**config.mk**
```make
export PLATFORM = sky130hd
export DESIGN_NAME = dou_seq
export DESIGN_NICKNAME = d
export VERILOG_FILES = /design/src/dou_pkg.sv /design/src/dou_seq.sv
export SDC_FILE = /design/constraint.sdc
export NUM_CORES = 1
export LEC_CHECK = 0
export BUFFER_PORTS_ARGS = -buffer_cell sky130_fd_sc_hd__buf_2
export CAP_MARGIN = 20
export CORE_ASPECT_RATIO = 1.4
export CORE_MARGIN = 1.5
export CORE_UTILIZATION = 30
export CTS_CLUSTER_DIAMETER = 100
export DETAILED_ROUTE_END_ITERATION = 8
export PLACE_DENSITY = 0.49
export SYNTH_ARGS = -nofsm -noshare
export SYNTH_HDL_FRONTEND = slang
export SYNTH_SLANG_ARGS = --single-unit
export TNS_END_PERCENT = 5
```
**constraint.sdc**
```tcl
create_clock -name clk -period 2.4 [get_ports clk]
set_input_delay 0.36 -clock clk [delete_from_list [all_inputs] [get_ports clk]]
set_output_delay 0.36 -clock clk [all_outputs]
set_load 0.05 [all_outputs]
```
**src/dou_pkg.sv**
```systemverilog
// Shared types and constants for the differential odometry update block.
// Holds the micro-op codes, the control word layout, fixed-point constants
// and the arctangent table. No dependencies.
package dou_pkg;

  // Program counter and loop counter widths.
  localparam int PC_W   = 5;
  localparam int ITER_W = 5;

  // Micro-operation codes, one per datapath step.
  typedef logic [4:0] op_t;
  localparam op_t OP_IDLE   = 5'd0;
  localparam op_t OP_MUL_L  = 5'd1;
  localparam op_t OP_MUL_R  = 5'd2;
  localparam op_t OP_RSCALE = 5'd3;
  localparam op_t OP_SUMS   = 5'd4;
  localparam op_t OP_MUL_TL = 5'd5;
  localparam op_t OP_MUL_TH = 5'd6;
  localparam op_t OP_TURN   = 5'd7;
  localparam op_t OP_DTH    = 5'd8;
  localparam op_t OP_MID    = 5'd9;
  localparam op_t OP_FOLD   = 5'd10;
  localparam op_t OP_ROT    = 5'd11;
  localparam op_t OP_CS     = 5'd12;
  localparam op_t OP_MUL_XL = 5'd13;
  localparam op_t OP_MUL_XH = 5'd14;
  localparam op_t OP_MUL_YL = 5'd15;
  localparam op_t OP_MUL_YH = 5'd16;
  localparam op_t OP_ACC_X  = 5'd17;
  localparam op_t OP_STEP_Y = 5'd18;
  localparam op_t OP_ACC_Y  = 5'd19;
  localparam op_t OP_SAT_Y  = 5'd20;
  localparam op_t OP_PUB    = 5'd21;

  // Jump conditions of a control word.
  typedef logic [1:0] cond_t;
  localparam cond_t COND_NONE     = 2'd0;
  localparam cond_t COND_WAIT_IN  = 2'd1;
  localparam cond_t COND_LOOP     = 2'd2;
  localparam cond_t COND_OUT_BUSY = 2'd3;

  // One control word of the microprogram.
  typedef struct packed {
    op_t             op;
    cond_t           cond;
    logic [PC_W-1:0] target;
    logic            last;
  } ucode_t;

  // Sequencer to datapath control.
  typedef struct packed {
    op_t               op;
    logic [ITER_W-1:0] iter;
  } ctl_t;

  // Status fed back to the sequencer.
  typedef struct packed {
    logic in_valid;
    logic out_busy;
  } stat_t;

  // Configuration register indexes.
  localparam logic REG_COUNT_SCALE   = 1'b0;
  localparam logic REG_INV_WHEELBASE = 1'b1;

  localparam logic [31:0] COUNT_SCALE_RST   = 32'd16777216;
  localparam logic [31:0] INV_WHEELBASE_RST = 32'd42949673;

  // Angle constants in Q3.28, CORDIC gain in Q2.30.
  localparam logic [29:0]        PI_MAG      = 30'd843314857;
  localparam logic signed [31:0] PI_Q28      = 32'sd843314857;
  localparam logic signed [31:0] TWO_PI_Q28  = 32'sd1686629714;
  localparam logic signed [31:0] HALF_PI_Q28 = 32'sd421657428;
  localparam logic signed [33:0] CORDIC_GAIN = 34'sd652032874;

  // Arctangent of 2^-i in Q2.30.
  localparam logic [29:0] ATAN_Q30 [32] = '{
    30'h3243F6A8, 30'h1DAC6705, 30'h0FADBAFC, 30'h07F56EA6, 30'h03FEAB76,
    30'h01FFD55B, 30'h00FFFAAA, 30'h007FFF55, 30'h003FFFEA, 30'h001FFFFD,
    30'h000FFFFF, 30'h0007FFFF, 30'h0003FFFF, 30'h0001FFFF, 30'h0000FFFF,
    30'h00007FFF, 30'h00003FFF, 30'h00001FFF, 30'h00000FFF, 30'h000007FF,
    30'h000003FF, 30'h000001FF, 30'h000000FF, 30'h0000007F, 30'h0000003F,
    30'h0000001F, 30'h0000000F, 30'h00000008, 30'h00000004, 30'h00000002,
    30'h00000001, 30'h00000000
  };

endpackage

```
**src/dou_seq.sv**
```systemverilog
// Microprogram sequencer for the odometry update: control store, step
// counter, CORDIC loop counter and conditional jumps.
// Depends on dou_pkg.
module dou_seq
  import dou_pkg::*;
#(
  parameter int LOOP_STEPS = 24
) (
  input  logic  clk,
  input  logic  rst,
  input  stat_t stat,
  output ctl_t  ctl
);

  localparam logic [PC_W-1:0]   PC_IDLE   = PC_W'(0);
  localparam logic [PC_W-1:0]   PC_ROT    = PC_W'(11);
  localparam logic [PC_W-1:0]   PC_PUB    = PC_W'(21);
  localparam logic [ITER_W-1:0] ITER_LAST = ITER_W'(LOOP_STEPS - 1);

  logic [PC_W-1:0]   pc;
  logic [PC_W-1:0]   pc_next;
  logic [ITER_W-1:0] iter;
  logic [ITER_W-1:0] iter_next;
  ucode_t            uw;
  logic              jump;

  // Control store: one word per step of the update.
  function automatic ucode_t ucode_rom(input logic [PC_W-1:0] addr);
    ucode_t w;
    unique case (addr)
      PC_W'(0):  w = '{OP_IDLE,   COND_WAIT_IN,  PC_IDLE, 1'b0};
      PC_W'(1):  w = '{OP_MUL_L,  COND_NONE,     PC_IDLE, 1'b0};
      PC_W'(2):  w = '{OP_MUL_R,  COND_NONE,     PC_IDLE, 1'b0};
      PC_W'(3):  w = '{OP_RSCALE, COND_NONE,     PC_IDLE, 1'b0};
      PC_W'(4):  w = '{OP_SUMS,   COND_NONE,     PC_IDLE, 1'b0};
      PC_W'(5):  w = '{OP_MUL_TL, COND_NONE,     PC_IDLE, 1'b0};
      PC_W'(6):  w = '{OP_MUL_TH, COND_NONE,     PC_IDLE, 1'b0};
      PC_W'(7):  w = '{OP_TURN,   COND_NONE,     PC_IDLE, 1'b0};
      PC_W'(8):  w = '{OP_DTH,    COND_NONE,     PC_IDLE, 1'b0};
      PC_W'(9):  w = '{OP_MID,    COND_NONE,     PC_IDLE, 1'b0};
      PC_W'(10): w = '{OP_FOLD,   COND_NONE,     PC_IDLE, 1'b0};
      PC_W'(11): w = '{OP_ROT,    COND_LOOP,     PC_ROT,  1'b0};
      PC_W'(12): w = '{OP_CS,     COND_NONE,     PC_IDLE, 1'b0};
      PC_W'(13): w = '{OP_MUL_XL, COND_NONE,     PC_IDLE, 1'b0};
      PC_W'(14): w = '{OP_MUL_XH, COND_NONE,     PC_IDLE, 1'b0};
      PC_W'(15): w = '{OP_MUL_YL, COND_NONE,     PC_IDLE, 1'b0};
      PC_W'(16): w = '{OP_MUL_YH, COND_NONE,     PC_IDLE, 1'b0};
      PC_W'(17): w = '{OP_ACC_X,  COND_NONE,     PC_IDLE, 1'b0};
      PC_W'(18): w = '{OP_STEP_Y, COND_NONE,     PC_IDLE, 1'b0};
      PC_W'(19): w = '{OP_ACC_Y,  COND_NONE,     PC_IDLE, 1'b0};
      PC_W'(20): w = '{OP_SAT_Y,  COND_NONE,     PC_IDLE, 1'b0};
      PC_W'(21): w = '{OP_PUB,    COND_OUT_BUSY, PC_PUB,  1'b1};
      default:   w = '{OP_IDLE,   COND_NONE,     PC_IDLE, 1'b1};
    endcase
    return w;
  endfunction

  // Decode the current word and pick the next step.
  always_comb begin
    uw = ucode_rom(pc);
    unique case (uw.cond)
      COND_WAIT_IN:  jump = !stat.in_valid;
      COND_LOOP:     jump = (iter != ITER_LAST);
      COND_OUT_BUSY: jump = stat.out_busy;
      default:       jump = 1'b0;
    endcase
    if (jump) begin
      pc_next = uw.target;
    end else if (uw.last) begin
      pc_next = PC_IDLE;
    end else begin
      pc_next = pc + PC_W'(1);
    end
    if (uw.cond == COND_LOOP && jump) begin
      iter_next = iter + ITER_W'(1);
    end else begin
      iter_next = '0;
    end
    ctl.op   = uw.op;
    ctl.iter = iter;
  end

  // Step counter and loop counter.
  always_ff @(posedge clk) begin
    if (rst) begin
      pc   <= PC_IDLE;
      iter <= '0;
    end else begin
      pc   <= pc_next;
      iter <= iter_next;
    end
  end

endmodule

```
==> run summary, run 1 <==
result of the run: finished clean
CTS clk-pin slew, worst paths: 70 ps
initial cell density of the core: 31.4%
post-synthesis instance total: 93
die boundary width: 51.3 um
# DRC: 0
shortest clock period the worst path allows after layout: 1940 ps
global routing met2 resource utilization: 18.6%
Worst setup SP type: register
fraction of layout cells with a size suffix above 1: 33.7%
Max-Slew Margin vs Limit: 75.3%
TritonCTS buffer count: 3
clock sinks: 20
initial antenna violation count: 0
Core Area: 3120 um2
number of synthesized register bits: 20
violation count after the first detailed-route iteration: 11
GRT Resource Usage Total: 11.1%
cell area after technology mapping: 980 um2
dominant cells by area after synthesis: dfxtp_1 41%, buf_4 3.8%, nor2_1 3.8%, o41ai_2 3.3%, mux2_4 3.1%
final critical-path share of the clock period: 80.7%
number of inserted filler cells in the final layout: 343
post-route worst setup slack: 464 ps
most used standard cell by instance count after synthesis: dfxtp_1
detail-routed via count per cell: 4.62
Total Neg Setup Slack: 0 ps
number of hold violations in the final report: 0
clock tree from TritonCTS: built
met1 track utilization from global routing: 13.4%
clock root buffer: clkbuf_8
critical setup path kind: register to register
layout overhead on the synthesized area: 14.6%
maximum number of pins on one net before global-route repair: 13
total length of routed wires: 1.76 mm
wire length of the first global-routing pass: 3.08 mm
number of hold buffers added after cts: 0
post-CTS setup repair buffer count: 0
aggregate global routing overflow: 0
clock insertion delay at the later pin of the skew report: 260 ps
number of antenna cells inserted: 0
synthesis warning total: 0
max-slew violation count: 0
Port Buffer Count: 13
portion of synthesized cell area occupied by the leading cell type: 40.9%
critical-path maximum fanout: 9
most common library cells after synthesis: 20 x dfxtp_1, 10 x nor2_1, 5 x buf_4, 5 x inv_1, 4 x nand3_1
post-place setup slack: 486 ps
synthesized netlist net count: 99
global routing met3 resource utilization: 1.48%
critical path data required time: 2600 ps
portion of the post-synthesis area used by sequential elements: 40.9%
mean cell area of the mapped netlist: 10.5 um2
Post-Route Utilization: 35.9%
Final Setup Violations: 0
power per cell area: 717 nW/um2
final weighted congestion in routability-driven placement: 0.766
transition time at the pin with the least slew margin: 369 ps
Yosys top cell by area: dfxtp_1
wire per inst: 12.3 um
maxcap violations: 0
worst setup path startpoint: iter[0]$_SDFF_PP0_
die height: 70.6 um
origin of the critical flop-to-flop path: iter[0]$_SDFF_PP0_
number of enable flip-flop cells after synthesis: 0
final cell count without fillers: 143
share of synthesized flip-flops with an asynchronous set or reset: 0%
startpoint of the lowest-slack hold path: iter[0]$_SDFF_PP0_
final hold slack: 470 ps
count of pins on the block boundary: 14
via total after detailed routing: 660
layer with the highest usage: met2
count of cell types in the netlist: 40
critical path arrival: 2140 ps
kind of end point of the critical path: register
unrepaired setup endpoints after global routing: false
primary flip-flop cell chosen by synthesis mapping: dfxtp_1
DRT Pass-1 Iters: 4
placed cell count: 139
Leakage Power: 0.490 nW
Max Buffers Root-to-Sink: 2
# resized after CTS: 0
htree depth: 1
maximum VDD drop: 0.000374 V
number of global-route vias before repair: 689
achievable clock frequency: 0.517 GHz
post-detailed-route count of antenna-violating nets: 0
Hold Path Class: register to register
layout net count: 111
clock skew after layout: 2.78 ps
Die ar.: 3620 um2
post-detailed-placement half-perimeter wirelength: 1.35 mm
floorplan row count: 24
[cell type report]
class / instances / area, um2 / area share, %
multi-input combinational: 62 / 518 / 46.2
sequential: 20 / 400 / 35.7
timing repair buffer: 13 / 65.1 / 5.80
tap: 39 / 48.8 / 4.35
clock buffer: 3 / 41.3 / 3.68
clock inverter: 1 / 30.0 / 2.68
inverter: 5 / 18.8 / 1.67
[cell families after synthesis]
| group | after synthesis | share of synthesized area (%) |
|---|---|---|
| buffers and inverters | 11 | 6.26 |
| XOR/XNOR | 5 | 4.47 |
| AO/OA/AOI/OAI | 18 | 18.5 |
| multiplexers | 4 | 5.49 |
| flip-flops | 20 | 40.9 |
| adder cells (fa/ha/maj) | 2 | 2.55 |
| AND/OR/NAND/NOR | 33 | 21.8 |
[worst max-delay path, cell delays in order, from the launching register on]
cell      delay, ps
dfxtp_1         340
ha_1            240
and4b_2         270
o32ai_2         200
mux2_4          390
a211o_1         310
a21boi_2        130
[layout by cell type (no fill, tap or decap), types with 2 or more instances in the layout]
cell and count:
ha_1 2, or2_2 2, clkbuf_8 3, mux2_4 2, o21bai_1 2, nor2_1 10
o41ai_2 2, xnor2_1 3, xor2_1 2, nor3_1 2, o21ai_0 2, nand2b_1 3
dfxtp_1 20, nand3_1 4, inv_1 5, nor2b_1 2, buf_2 13, a21boi_1 2
[through the flow]
stage,instance area (um2),total power [mW]
detailed placement,1050,0.479
floorplan,980,0.465
finish,1120,0.804
CTS,1120,0.816
global route,1120,0.836
global placement,1050,0.481
[routing by layer]
| metal | wire, um | part of all wire, % |
|---|---|---|
| met2 | 895 | 51 |
| met4 | 23 | 1.3 |
| met5 | 0 | 0 |
| met3 | 43 | 2.4 |
| met1 | 799 | 45 |
[sequential cells by signal (all words and copies together) (netlist names)]
name	flops
uw	10
pc	5
iter	5
[report_power, final]
group / internal (mW) / switching, mW / leakage, nW
clock network: 0.222 / 0.111 / 0.0357
logic: 0.0461 / 0.0705 / 0.292
registers: 0.347 / 0.00699 / 0.162
[final timing paths]
kind | to | slack (ps) | cells past startpoint
setup / recovery | uw[8]$_DFF_P_ | 460 | 6
hold reg to reg | iter[0]$_SDFF_PP0_ | 470 | 1
setup reg to reg | uw[8]$_DFF_P_ | 460 | 6
hold / removal | iter[0]$_SDFF_PP0_ | 470 | 1
Note: power is estimated with default switching activity, not from simulation.
==> inputs of run 2 (changes only) <==
- clock period: 2.4 -> 1.89 ns (I/O delays scaled with it)
==> run 2 against run 1 <==
Utilization up 4.4 points. Worst hold slack worse by 150 ps. Wire length up 7.7%. Non-clock buffer count up 9. Sequential power up 26%. Combinational power up 58%. Via count up 9.1%. Critical path type unchanged.
==> run summary, run 2 (synthesis gave the netlist of run 1 again) <==
result of the run: finished clean
achievable clock frequency: 0.549 GHz
flop2flop setup slack: 70 ps
depth of the worst hold-timing path: 2
aggregate global routing overflow: 0
number of hold violations in the final report: 0
design area: 1260 um2
kind of end point of the critical path: register
transition time at the pin with the least slew margin: 372 ps
post-detailed-route count of antenna-violating nets: 0
die boundary width: 51.3 um
DRT Pass-1 Iters: 3
CTS clk-pin slew, worst paths: 80 ps
number of antenna cells inserted: 0
Die ar.: 3620 um2
GRT Resource Usage Total: 11.6%
total length of routed wires: 1.90 mm
floorplan row count: 24
Max stage delay on crit path: 390 ps
critical-path maximum fanout: 7
critical path arrival: 2030 ps
shortest clock period the worst path allows after layout: 1820 ps
Max-Slew Margin vs Limit: 75.1%
initial cell density of the core: 31.4%
max-slew violation count: 0
Port Buffer Count: 13
fraction of layout cells with a size suffix above 1: 47.8%
buffering stage count on the worst path with inverters included: 0
Final Setup Violations: 0
clock tree from TritonCTS: built
family with the most delay on the worst path: compound AO/OA/AOI/OAI gates
Cell Chain, Critical Path: ha_4, and4b_2, o32ai_4, mux2_4, a211o_1, a21boi_2
clock insertion delay at the later pin of the skew report: 270 ps
wire per inst: 12.5 um
wire length of the first global-routing pass: 3.17 mm
count of pins on the block boundary: 14
power per cell area: 845 nW/um2
htree depth: 1
critical path's slowest cell: mux2_4
Hold Path Class: input port to register
final weighted congestion in routability-driven placement: 0.725
most common cell after layout, fill and taps aside: dfxtp_1
initial antenna violation count: 0
post-place setup slack: 13.2 ps
detail-routed via count per cell: 4.74
final critical-path share of the clock period: 96.5%
Worst setup SP type: register
Core Area: 3120 um2
hold path endpoint: uw[12]$_SDFF_PP0_
max reg flops: 10
maxcap violations: 0
Leakage Power: 0.544 nW
layout net count: 120
die height: 70.6 um
post-detailed-placement half-perimeter wirelength: 1.46 mm
Post-Route Utilization: 40.3%
clock root buffer: clkbuf_8
startpoint of the lowest-slack hold path: rst
TritonCTS buffer count: 3
number of inserted filler cells in the final layout: 319
Crit Reg-Reg Endpoint: uw[8]$_DFF_P_
clock sinks: 20
critical setup path kind: register to register
maximum number of pins on one net before global-route repair: 13
layout overhead on the synthesized area: 28.5%
# DRC: 0
number of global-route vias before repair: 720
origin of the critical flop-to-flop path: iter[0]$_SDFF_PP0_
Max Buffers Root-to-Sink: 2
Total Power Consumption: 1.06 mW
post-route worst setup slack: 67.0 ps
Total Neg Setup Slack: 0 ps
violation count after the first detailed-route iteration: 14
placement-stage cell area: 1130 um2
clock skew after layout: 4.25 ps
critical path data required time: 2100 ps
most used cells in the layout excluding fill and tap cells: 15 x dfxtp_1, 13 x buf_2, 10 x nor2_1
maximum VDD drop: 0.000440 V
via total after detailed routing: 720
worst reg2reg path depth: 6
run 2: cell type report:
| cell class | instances | area [um2] | area share, % |
|---|---|---|---|
| inverter | 5 | 18.8 | 1.49 |
| multi-input combinational | 62 | 576 | 45.7 |
| clock inverter | 1 | 30.0 | 2.39 |
| timing repair buffer | 22 | 133 | 10.5 |
| tap | 39 | 48.8 | 3.88 |
| clock buffer | 3 | 41.3 | 3.28 |
| sequential | 20 | 412 | 32.7 |
run 2: timing repair:
action | CTS | global route
buffers inserted | 1 | 1
gates resized for setup | 0 | 7
pin swaps | 1 | 1
hold buffers | 0 | 0
hold endpoints to repair | 0 | 0
setup endpoints to repair | 2 | 7
run 2: where the power goes:
| group | internal (mW) | switching, mW | total, mW |
|---|---|---|---|
| Sequential | 0.438 | 0.00873 | 0.447 |
| Clock | 0.283 | 0.148 | 0.431 |
| Combinational | 0.0812 | 0.103 | 0.185 |
| Total | 0.803 | 0.260 | 1.06 |
run 2: metrics by stage:
stage	instances	hold WS, ps
2_1_floorplan	93	522
3_3_place_gp	146	416
3_5_place_dp	146	423
4_1_cts	151	319
5_1_grt	152	325
6_report	152	321
run 2: worst max-delay path by stage:
stage,slack [ps],cells after the start,start,endpoint
global route,-6,6,iter[0]$_SDFF_PP0_,uw[4]$_SDFF_PP0_
global placement,10,6,iter[0]$_SDFF_PP0_,uw[8]$_DFF_P_
finish,70,6,iter[0]$_SDFF_PP0_,uw[8]$_DFF_P_
floorplan,-10,6,iter[0]$_SDFF_PP0_,uw[8]$_DFF_P_
CTS,20,6,iter[0]$_SDFF_PP0_,uw[8]$_DFF_P_
detailed placement,10,6,iter[0]$_SDFF_PP0_,uw[8]$_DFF_P_
run 2: layer usage:
layer | track usage [%] | vias up | share of wire, %
met4 | 7.02 | 0 | 3.1
li1 | - | 364 | -
met3 | 2.11 | 5 | 3.3
met2 | 19.2 | 12 | 50
met5 | 0 | - | 0
met1 | 13.8 | 339 | 43
==> inputs of run 3 (changes only) <==
==> constraint.sdc (replaced) <==
create_clock -name clk -period 1.89 [get_ports clk]
set_input_delay 0 -clock clk [delete_from_list [all_inputs] [get_ports clk]]
set_output_delay 0 -clock clk [all_outputs]
set_load 0.05 [all_outputs]
==> run 3 against run 2 <==
Die area unchanged. Maximum frequency decreased by 1.4%. Non-clock buffer count decreased by 1. Final cell count decreased by 0.66%. Cell area decreased by 3.1%. Critical path type unchanged. Largest power group unchanged.
==> run summary, run 3 (synthesis gave the netlist of run 1 again) <==
clock tree from TritonCTS: built
Total Neg Setup Slack: 0 ps
wire per inst: 12.6 um
floorplan row count: 24
number of global-route vias before repair: 755
transition time at the pin with the least slew margin: 360 ps
shortest clock period the worst path allows after layout: 1850 ps
initial antenna violation count: 0
layout net count: 119
Worst setup SP type: register
Max-Slew Margin vs Limit: 76.0%
detail-routed via count per cell: 4.72
htree depth: 1
final cell count without fillers: 151
critical path's slowest cell: mux2_4
buffering stage count on the worst path with inverters included: 0
Port Buffer Count: 13
Post-Route Utilization: 39.1%
initial cell density of the core: 31.4%
layout overhead on the synthesized area: 24.5%
number of hold buffers added after cts: 0
post-place setup slack: 15.7 ps
placed cell count: 145
post-detailed-placement half-perimeter wirelength: 1.46 mm
fraction of layout cells with a size suffix above 1: 44.6%
# DRC: 0
clock skew after layout: 5.64 ps
wire length of the first global-routing pass: 3.42 mm
Final Setup Violations: 0
achievable clock frequency: 0.541 GHz
most used cells in the layout excluding fill and tap cells: 15 x dfxtp_1, 13 x buf_2, 9 x nor2_1
final critical-path share of the clock period: 97.9%
via total after detailed routing: 713
Cell Chain, Critical Path: ha_4, and4b_2, o32ai_4, mux2_4, a211o_1, a21boi_2
DRT Pass-1 Iters: 4
number of antenna cells inserted: 0
Max stage delay on crit path: 390 ps
critical-path maximum fanout: 8
critical setup path kind: register to register
count of pins on the block boundary: 14
flop2flop setup slack: 40 ps
GRT Resource Usage Total: 12.8%
Core Area: 3120 um2
max reg flops: 10
unrepaired setup endpoints after global routing: true
Die ar.: 3620 um2
violation count after the first detailed-route iteration: 4
maximum VDD drop: 0.000412 V
Hold Path Class: input port to register
aggregate global routing overflow: 0
maximum number of pins on one net before global-route repair: 13
critical path data required time: 2100 ps
maxcap violations: 0
post-detailed-route count of antenna-violating nets: 0
result of the run: finished clean
die boundary width: 51.3 um
Leakage Power: 0.533 nW
kind of end point of the critical path: register
family with the most delay on the worst path: compound AO/OA/AOI/OAI gates
clock insertion delay at the later pin of the skew report: 260 ps
most common cell after layout, fill and taps aside: dfxtp_1
clock sinks: 20
total length of routed wires: 1.91 mm
final weighted congestion in routability-driven placement: 0.725
critical path arrival: 2060 ps
CTS clk-pin slew, worst paths: 80 ps
post-route worst setup slack: 40.5 ps
clock root buffer: clkbuf_8
Max Buffers Root-to-Sink: 2
number of hold violations in the final report: 0
Total Power Consumption: 1.05 mW
power per cell area: 862 nW/um2
max-slew violation count: 0
die height: 70.6 um
TritonCTS buffer count: 3
number of inserted filler cells in the final layout: 329
## run 3: routing by layer
layer  share of wire [%]  track usage (%)  vias up
li1                    -                -      360
met1                  44             15.5      326
met2                  48             19.9       20
met3                 3.9             2.11        7
met4                 4.0             9.94        0
met5                   0                0        -
## run 3: through the flow
stage / instance area, um2 / hold WS, ps
global route: 1220 / 144
floorplan: 1000 / 240
finish: 1220 / 137
detailed placement: 1120 / 417
global placement: 1120 / 414
CTS: 1200 / 131
## run 3: worst reg2reg max path: stages (launching register included)
cell and delay [ps]:
dfxtp_4 360, ha_4 150, and4b_2 260, o32ai_4 180, mux2_4 390, a211o_1 340
a21boi_2 110
## run 3: where the power goes
group | leakage, nW | internal (mW) | switching [mW]
registers | 0.165 | 0.438 | 0.00819
logic | 0.332 | 0.0745 | 0.0988
clock network | 0.0357 | 0.283 | 0.149
total | 0.533 | 0.796 | 0.256
## run 3: timing repair
| item | 4_1_cts | 5_1_grt |
|---|---|---|
| hold endpoints to repair | 0 | 0 |
| buffers inserted | 1 | 1 |
| pin swaps | 1 | 3 |
| gates resized for setup | 0 | 3 |
| endpoints found under the setup margin | 1 | 6 |
## run 3: final cells by class
class                      instances  area [um2]  area share [%]
clock buffer                       3        41.3            3.38
timing repair buffer              21         125            10.3
clock inverter                     1        30.0            2.46
multi-input combinational         62         544            44.6
tap                               39        48.8            4.00
inverter                           5        18.8            1.54
sequential                        20         412            33.7
## run 3: final timing paths
| path | end | start | depth (start not counted) |
|---|---|---|---|
| min | uw[12]$_SDFF_PP0_ | rst | 2 |
| max reg2reg | uw[8]$_DFF_P_ | iter[1]$_SDFF_PP0_ | 6 |
| max | uw[8]$_DFF_P_ | iter[1]$_SDFF_PP0_ | 6 |
| min reg2reg | iter[4]$_SDFF_PP0_ | iter[4]$_SDFF_PP0_ | 2 |
